### src/sv/sequential_list_engine_macros.svh
// assertion shorthands for the sequential list engine
// included by modules that carry concurrent checks; needs clock and reset in scope
`ifndef SEQUENTIAL_LIST_ENGINE_MACROS_SVH
`define SEQUENTIAL_LIST_ENGINE_MACROS_SVH

// same-cycle implication, checks off while reset is high
`define SLE_ASSERT_NOW(label, ante, cons, msg) \
   label: assert property (@(posedge clock) disable iff (reset) (ante) |-> (cons)) \
      else $error(msg);

// next-cycle implication, checks off while reset is high
`define SLE_ASSERT_NEXT(label, ante, cons, msg) \
   label: assert property (@(posedge clock) disable iff (reset) (ante) |=> (cons)) \
      else $error(msg);

`endif

### src/sv/sle_pkg.sv
// shared types and constants for the sequential list engine
// no dependencies; used by sle_cell and sequential_list_engine
`default_nettype none

package sle_pkg;

   localparam int CAPACITY_DEF     = 64;
   localparam int PAYLOAD_BITS_DEF = 64;
   localparam int KEY_W            = 32;
   localparam int MODE_W           = 4;
   localparam int STATUS_W         = 3;

   typedef enum logic [MODE_W-1:0] {
      MODE_APPEND    = 4'd0,
      MODE_FRONT     = 4'd1,
      MODE_SORTED    = 4'd2,
      MODE_POP_FIRST = 4'd3,
      MODE_POP_LAST  = 4'd4,
      MODE_REM_SHIFT = 4'd5,
      MODE_REM_SWAP  = 4'd6,
      MODE_READ      = 4'd7,
      MODE_FIND      = 4'd8
   } mode_type;

   typedef enum logic [STATUS_W-1:0] {
      STAT_OK       = 3'd0,
      STAT_FULL     = 3'd1,
      STAT_EMPTY    = 3'd2,
      STAT_BADPOS   = 3'd3,
      STAT_NOTFOUND = 3'd4
   } status_type;

   typedef enum logic [1:0] {
      ST_IDLE,
      ST_CMP,
      ST_EXEC
   } state_type;

   // what a cell loads on the commit edge
   typedef enum logic [1:0] {
      OP_HOLD,
      OP_LOAD,
      OP_LEFT,
      OP_RIGHT
   } cell_op_type;

   typedef struct packed {
      logic hit;
      logic less;
   } cell_flags_type;

endpackage

`default_nettype wire

### src/sv/sle_cell.sv
// one storage cell of the list: a key and a payload word
// compares its key with the probe and loads from a neighbour or the fill bus; uses sle_pkg
`default_nettype none

module sle_cell
   import sle_pkg::*;
#(
   parameter int PAYLOAD_BITS = PAYLOAD_BITS_DEF
) (
   input  wire                          clock,
   input  cell_op_type                  op,
   input  wire                          live,
   input  wire signed [KEY_W-1:0]       probe_key,
   input  wire signed [KEY_W-1:0]       left_key,
   input  wire        [PAYLOAD_BITS-1:0] left_payload,
   input  wire signed [KEY_W-1:0]       right_key,
   input  wire        [PAYLOAD_BITS-1:0] right_payload,
   input  wire signed [KEY_W-1:0]       fill_key,
   input  wire        [PAYLOAD_BITS-1:0] fill_payload,
   output cell_flags_type               flags,
   output logic signed [KEY_W-1:0]      key_out,
   output logic       [PAYLOAD_BITS-1:0] payload_out
);

   logic signed [KEY_W-1:0]       key_ff, key_in;
   logic        [PAYLOAD_BITS-1:0] payload_ff, payload_in;

   always_comb begin
      key_in     = key_ff;
      payload_in = payload_ff;
      unique case (op)
         OP_HOLD: begin
            key_in     = key_ff;
            payload_in = payload_ff;
         end
         OP_LOAD: begin
            key_in     = fill_key;
            payload_in = fill_payload;
         end
         OP_LEFT: begin
            key_in     = left_key;
            payload_in = left_payload;
         end
         OP_RIGHT: begin
            key_in     = right_key;
            payload_in = right_payload;
         end
         default: begin
            key_in     = key_ff;
            payload_in = payload_ff;
         end
      endcase
   end

   always_ff @(posedge clock) begin
      key_ff     <= key_in;
      payload_ff <= payload_in;
   end

   assign flags.hit   = live && (key_ff == probe_key);
   assign flags.less  = live && (key_ff < probe_key);
   assign key_out     = key_ff;
   assign payload_out = payload_ff;

endmodule

`default_nettype wire

### config.mk
export PLATFORM = sky130hd
export DESIGN_NAME = sle_cell
export DESIGN_NICKNAME = d
export VERILOG_FILES = /design/src/sv/sequential_list_engine_macros.svh /design/src/sv/sle_pkg.sv /design/src/sv/sle_cell.sv
export SDC_FILE = /design/constraint.sdc
export NUM_CORES = 1
export LEC_CHECK = 0
export BUFFER_PORTS_ARGS = -buffer_cell sky130_fd_sc_hd__buf_2
export CORE_AREA = 2 2 163 165
export CTS_CLUSTER_DIAMETER = 200
export DETAILED_ROUTE_END_ITERATION = 16
export DIE_AREA = 0 0 165 167
export PLACE_DENSITY = 0.56
export RECOVER_POWER = 25
export SKIP_LAST_GASP = 1
export SYNTH_ARGS = -nofsm -noshare
export SYNTH_HDL_FRONTEND = slang
export SYNTH_SLANG_ARGS = --single-unit
### constraint.sdc
create_clock -name clock -period 3.9 [get_ports clock]
set_input_delay 0.39 -clock clock [delete_from_list [all_inputs] [get_ports clock]]
set_output_delay 0.39 -clock clock [all_outputs]
set_load 0.005 [all_outputs]
== Word level (Yosys, flattened, before mapping) ==
Cells that the tools add are included.

* Bits in registers: 96
* Bits in latches: 0
* Memory bits (writable): 0
* Bits in read-only memories: 0
* Bits of input ports: 324
* Output and inout port bits: 98
* Word-level logic and storage cells: 12
* Memories: 0

* $add $sub $neg: 0
* Multiply operators: 0
* Div/mod/pow operators: 0
* $lt $le $gt $ge: 1
* Equality and inequality tests: 4
* Shift-type cells: 0
* Muxes and demuxes: 2
* Bitwise gates (word level): 0
* Reduce and logical (&&, ||, !) cells: 3

{| class="wikitable"
|+ Operator list
! operator !! count
|-
| $pmux W64 S3 || 1
|-
| $pmux W32 S3 || 1
|-
| $eq A32 B32 Y1 || 1
|-
| $lt A32 B32 Y1 || 1
|-
| $eq A2 B2 Y1 const B || 2
|-
| $eq A2 B1 Y1 const B || 1
|-
| $logic_and A1 B1 Y1 || 2
|-
| $logic_not A2 Y1 || 1
|}

== Logic depth before layout (Yosys ltp) ==
Gate-level depths: netlist (run 1).

* Word-level depth: 2
* Depth in mapped cells: 8
* Gate-level depth less buffers: 8

== Worst setup path after synthesis (run 1) ==
No wires, ideal clock.

* Path type: input-to-reg
* Start: in op[0]
* End: reg key_ff[0] (netlist: key_out[0]), enable pin
* Arrival: 3.064 ns
* Data required time: 3.439 ns
* Path slack: 0.375 ns
* Stages on the path: 4
* Path buffers: 3
* Path through: buf_2 buf_4 buf_4 or2_1

* Word-level cells in the longest chain between the ends: 1

{| class="wikitable"
|+ RTL lines
! item !! RTL line !! RTL
|-
| start, declared || sle_cell.sv:11 || <nowiki>input cell_op_type op,</nowiki>
|-
| $logic_not A2 Y1 || sle_cell.sv:31 || <nowiki>unique case (op)</nowiki>
|-
| end signal, assigned || sle_cell.sv:56 || <nowiki>key_ff <= key_in;</nowiki>
|-
| end, declared || sle_cell.sv:25 || <nowiki>logic signed [KEY_W-1:0] key_ff, key_in;</nowiki>
|}

Every way passes these cells.
A chain may end at the register's enable or synchronous reset.

== Final worst setup path (run 1) ==
* Start: in op[1]
* End: reg payload_ff[53] (netlist: payload_out[53]) (data pin)

* Word-level cells in the longest chain between the ends: 2
* Elaborated cells on any way between the ends: 4
* Classes of those cells: 3 x eq/ne; 1 x mux

{| class="wikitable"
|+ RTL lines
! item !! RTL line !! RTL
|-
| $eq A2 B2 Y1 / $eq A2 B1 Y1 (equally long branches) || sle_cell.sv:31 ||
|-
| $pmux W64 S3 (*) || sle_cell.sv:31 ||
|-
| named net payload_in[53] || sle_cell.sv:26 || <nowiki>logic [PAYLOAD_BITS-1:0] payload_ff, payload_in;</nowiki>
|-
| end signal, assigned || sle_cell.sv:57 || <nowiki>payload_ff <= payload_in;</nowiki>
|-
| end, declared || sle_cell.sv:26 ||
|}

The timed path passes the listed nets; every way through them passes the cells marked *.

==> impl_metrics.toml, run 1 <==
[floorplan]
die_w_um = 165
pin_count = 422
die_h_um = 167
dieArea_um2 = 27600
start_util_pct = 22.1
row_count = 59
core_region_area_um2 = 25800

[clock_tree]
cts_htree_levels = 3
cts.sinks = 96
clkTransAtPathRegs_ns = 0.07
cts_buffer_depth = 2
cts_setup_buffers = 0
post_cts_resized = 0
clockRootBuffer = "clkbuf_16"
ctsHoldBuffers = 0
cts_buffers = 9
cts_tree = "yes"

[finish]
synthToLayoutAreaGrowth_pct = 47.4
drive_gt1_share_pct = 42.6
nFillCells = 2730
nNetsFinal = 1296

[yosys]
synth.most_common_cell = "a21oi_1"
synthSimpleGateAreaFrac_pct = 8.80
synth_edf_count = 96
yosysTopAreaCell = "edfxtp_1"
synth-xor-area-share_pct = 0
synth.top_cell.area_share_pct = 50.7
synthTopCellsByArea = "edfxtp_1, mux2i_1, a21oi_1"
netlist_area_um2 = 5690
synth_common_cells = "a21oi_1, nor2_1, mux2i_1"
yosysSeqAreaShare_pct = 50.7
syn_area_per_cell_um2 = 10.6
synth_mux_area_share_pct = 17.1
synthFlopType = "edfxtp_1"
async_flop_share_pct = 0
synth_compound_area_share_pct = 11.6
yosys_warnings = 0
syn_nets = 891
synth_cell_type_count = 27
netlist_instances = 535
yosys.area_share.adder_pct = 7.04
synth_top_family_by_area = "multiplexers"
synth_seq_cells = 96

[power_and_ir_drop]
switching_share_pct = 27.6
p_comb_share_pct = 22.8
p_seq_share_pct = 45.6
ir_drop_mv = 0.161
p_leak_nw = 4.09
powerDensity_nw_per_um2 = 346
clock_power_share_pct = 31.7
cellInternalPower_w = 0.00210
p_sw_w = 0.000800

[timing]
finalHoldViolations = 0
finalSetupViolations = 0
relSlewSlack_pct = -59.5
drv_slew = 61
setup_ws_ns = 0.831
holdWs_ns = 0.360
layout_min_cycle_time_ns = 3.07
final.period_utilization_pct = 78.7
rsz0062_at_grt = "no"
worstMarginPinSlew_ns = 2.39
fmax_mhz = 326
fin_tns_setup_ns = 0

[worst_setup_path]
cp-start-kind = "primary input"
path_common_cell = "clkbuf_1"
required_ns = 3.87
cp-end-kind = "flop"
cp_max_fo = 60
critical_path.cell_chain = "clkbuf_1 -> clkbuf_1 -> a21oi_1"
crit_type = "primary input to flop"
arrival_ns = 3.04
slowest_delay_ns = 1.75
cp_slowest_cell = "clkbuf_1"

[routing]
drtPass1Iterations = 4
final_antenna_net_count = 0
num_vias = 5407
vias_per_cell = 4.22
wl_um = 20500
drt_iter0_drc = 169
drcViolationCount = 0
routedWlPerCell_um = 16.0

[outcome]
status = "finished with violations"
violations = "max-capacitance violations, max-slew violations"

[run]
max-cap-violations = 1

[global_routing]
grt_pass1_wl_um = 29200
grt_pass1_vias = 5256
grt_max_degree = 84
grt-ovfl-total = 0
track_usage_pct = 14.2
antenna_found_initial = 3

[worst_hold_path]
min_path_cells = 3
hold_path.class = "primary input to flop"

[place]
gp_congestion = 0.796
hpwlAfterDp_um = 16700
pre_cts_slack_ns = 1.20
io_buffers = 421
[metal layers]
| metal | GRT usage, % | vias up | part of all wire [%] |
|---|---|---|---|
| li1 | - | 2752 | - |
| met5 | 0 | - | 0 |
| met1 | 15.4 | 2378 | 38 |
| met3 | 4.41 | 17 | 9.3 |
| met4 | 4.42 | 0 | 1.7 |
| met2 | 26.1 | 260 | 51 |
[critical path, delay by kind of cell]
kind                   cells  cell delay [ns]
buffers and inverters      2             2.28
AOI/OAI and AO/OA          1             0.32
[cell usage in the layout, fill, tap and decap left out, types with 2 or more instances in the layout]
cell type,n
ha_1,32
inv_1,34
a21o_1,2
buf_12,2
a21oi_2,2
buf_2,378
clkbuf_16,9
clkinv_4,2
a21oi_1,110
o21a_1,2
nor2_1,98
nand4_1,5
clkbuf_1,44
nand3_1,3
mux2i_1,97
buf_4,2
nand2_1,8
o21ai_0,4
edfxtp_1,96
[final cells by class]
type	count	area (um^2)	area share [%]
diodes	1	2.50	0.0299
repair buffers	426	2120	25.3
inverters	34	128	1.52
flip-flops and latches	96	2880	34.4
clock inverters	6	67.6	0.806
well taps	335	419	5.00
multi-input cells	373	2530	30.2
clock buffers	10	229	2.73
[stage by stage]
step	util [%]	cells	area (um^2)	power, W
6_report	32.5	1281	8380	0.00290
5_1_grt	32.5	1280	8380	0.00308
4_1_cts	32.8	1280	8440	0.00297
3_5_place_dp	31.6	1264	8140	0.00203
3_3_place_gp	31.6	1264	8140	0.00202
2_1_floorplan	-	535	5690	0.00165
[final timing paths]
check                       startpoint               to  slack (ns)
worst max-delay path             op[1]  payload_out[53]        0.83
worst min-delay path  fill_payload[27]  payload_out[27]        0.36
[registers in the layout, summed over array words and instances, names as in the netlist]
signal	cells
payload_out	64
key_out	32
[kinds of logic (layout without fill, tap and decap cells)]
family / after synthesis / count (layout)
buf+inv: 66 / 476
other cells: 0 / 1
simple gates: 121 / 121
mux: 97 / 97
flops: 96 / 96
fa+ha+maj: 32 / 32
compound gates: 123 / 123
[power by group through the flow]
| stage | logic, W | registers (W) | clock network, W |
|---|---|---|---|
| 2_1_floorplan | 0.000287 | 0.00136 | 0 |
| 3_3_place_gp | 0.000686 | 0.00134 | 0 |
| 3_5_place_dp | 0.000689 | 0.00134 | 0 |
| 5_1_grt | 0.000745 | 0.00134 | 0.000996 |
| 6_report | 0.000662 | 0.00132 | 0.000919 |
| 4_1_cts | 0.000691 | 0.00132 | 0.000956 |
Note: power is estimated with default switching activity, not from simulation.
==> inputs of run 2 (changes only) <==
==> constraint.sdc (replaced) <==
create_clock -name clock -period 3.05 [get_ports clock]
set_input_delay 0.305 -clock clock [delete_from_list [all_inputs] [get_ports clock]]
set_output_delay 0.305 -clock clock [all_outputs]
set_load 0.005 [all_outputs]
==> run 2 against run 1 <==
  * The run still ends with max-capacitance violations, max-slew violations left
  * Routed wire length rose by 2.2%
  * Sequential share of layout area fell by 0.15 points
  * Final cell count increased by 0.16%
  * Clock power increased by 32%
  * Non-clock buffer count is 1 higher
  * Worst hold slack worse by 0.094 ns
==> impl_metrics.toml, run 2 (synthesis results as in run 1) <==
[outcome]
status = "finished with violations"
violations = "max-capacitance violations, max-slew violations"

[worst_setup_path]
crit_type = "flop to output port"
cp_max_fo = 3
critical_path.cell_chain = "ha_1 -> nand4_1 -> nor4_1 -> nor2_1 -> a21oi_2 -> mux2i_1 -> buf_2"
cp-end-kind = "output port"
path_delay_family = "simple AND/OR/NAND/NOR gates"
critPathBufInv = 1
cp_slowest_cell = "nor4_1"
slowest_delay_ns = 0.57
required_ns = 2.74
cp-start-kind = "flop"
arrival_ns = 2.46

[power_and_ir_drop]
p_leak_nw = 4.11
switching_share_pct = 27.9
powerDensity_nw_per_um2 = 446
cellInternalPower_w = 0.00271
p_comb_share_pct = 22.8
clock_power_share_pct = 32.2
p_seq_share_pct = 45.1
p_sw_w = 0.00105
ir_drop_mv = 0.208

[clock_tree]
clockRootBuffer = "clkbuf_16"
cts_setup_buffers = 0
clkTransAtPathRegs_ns = 0.07
cts_buffers = 9
cts_tree = "yes"
post_cts_resized = 0
cts_buffer_depth = 2
ctsHoldBuffers = 0
cts_htree_levels = 3
cts.sinks = 96

[timing]
rsz0062_at_grt = "no"
fin_tns_setup_ns = 0
finalHoldViolations = 0
worstMarginPinSlew_ns = 2.03
finalSetupViolations = 0
relSlewSlack_pct = -35.3
final.period_utilization_pct = 90.5
drv_slew = 34
fmax_mhz = 362
layout_min_cycle_time_ns = 2.76
setup_ws_ns = 0.290

[floorplan]
start_util_pct = 22.1
pin_count = 422
core_region_area_um2 = 25800
die_h_um = 167
die_w_um = 165
dieArea_um2 = 27600
row_count = 59

[finish]
nNetsFinal = 1297
largest_reg_flops = 64
layout_commonest_cell = "buf_2"
seqCellArea_um2 = 2880
synthToLayoutAreaGrowth_pct = 48.0
multi_input_area_um2 = 2530
stdcell_area_um2 = 8420
nFillCells = 2737
drive_gt1_share_pct = 42.9
final_cell_mix = "buf_2, a21oi_1, nor2_1"

[global_routing]
grt_pass1_vias = 5320
track_usage_pct = 14.7
grt-ovfl-total = 0
grt_max_degree = 102
antenna_found_initial = 8
grt_pass1_wl_um = 30300

[routing]
drtPass1Iterations = 4
routedWlPerCell_um = 16.3
drcViolationCount = 0
num_vias = 5450
drt_iter0_drc = 149
wl_um = 20900
final_antenna_net_count = 0
vias_per_cell = 4.25

[place]
post_dp_cell_area_um2 = 8160
gp_congestion = 0.790
pre_cts_slack_ns = 0.578
hpwlAfterDp_um = 17000
io_buffers = 421

[worst_hold_path]
hold_path.class = "primary input to flop"

[run]
max-cap-violations = 1
==> run 2: cell type report <==
cell class                      count  area share (%)
Antenna cell                        2          0.0595
Clock buffer                       10            2.72
Clock inverter                      6           0.892
Inverter                           34            1.52
Multi-Input combinational cell    373            30.1
Sequential cell                    96            34.2
Tap cell                          335            4.98
Timing Repair Buffer              427            25.5
==> run 2: stage by stage <==
stage,utilization [%],total power [W],instances,hold slack [ns]
floorplan,-,0.00211,535,0.531
global placement,31.7,0.00259,1265,0.618
detailed placement,31.7,0.00261,1265,0.627
CTS,32.9,0.00385,1281,0.241
global route,32.7,0.00397,1282,0.259
finish,32.7,0.00375,1283,0.266
==> run 2: final timing paths <==
check / startpoint / end / slack, ns / cells after the start
setup / recovery: key_out[31] / flags[0] / 0.29 / 7
hold / removal: fill_payload[60] / payload_out[60] / 0.27 / 3
==> run 2: layer usage <==
layer  wire (um)  GRT usage (%)
met1        7590           15.6
met2       10800           26.7
met3        2020           5.26
met4         424           4.80
met5          65              0
==> run 2: worst min-delay path, stage by stage <==
cell and delay [ns]:
buf_2 0.07, nor2_1 0.03, a21oi_1 0.09
==> run 2: power groups by stage <==
stage / Clock (W) / Combinational (W) / Sequential (W)
2_1_floorplan: 0 / 0.000368 / 0.00174
3_3_place_gp: 0 / 0.000878 / 0.00171
3_5_place_dp: 0 / 0.000887 / 0.00172
4_1_cts: 0.00127 / 0.000889 / 0.00169
5_1_grt: 0.00130 / 0.000959 / 0.00171
6_report: 0.00121 / 0.000855 / 0.00169
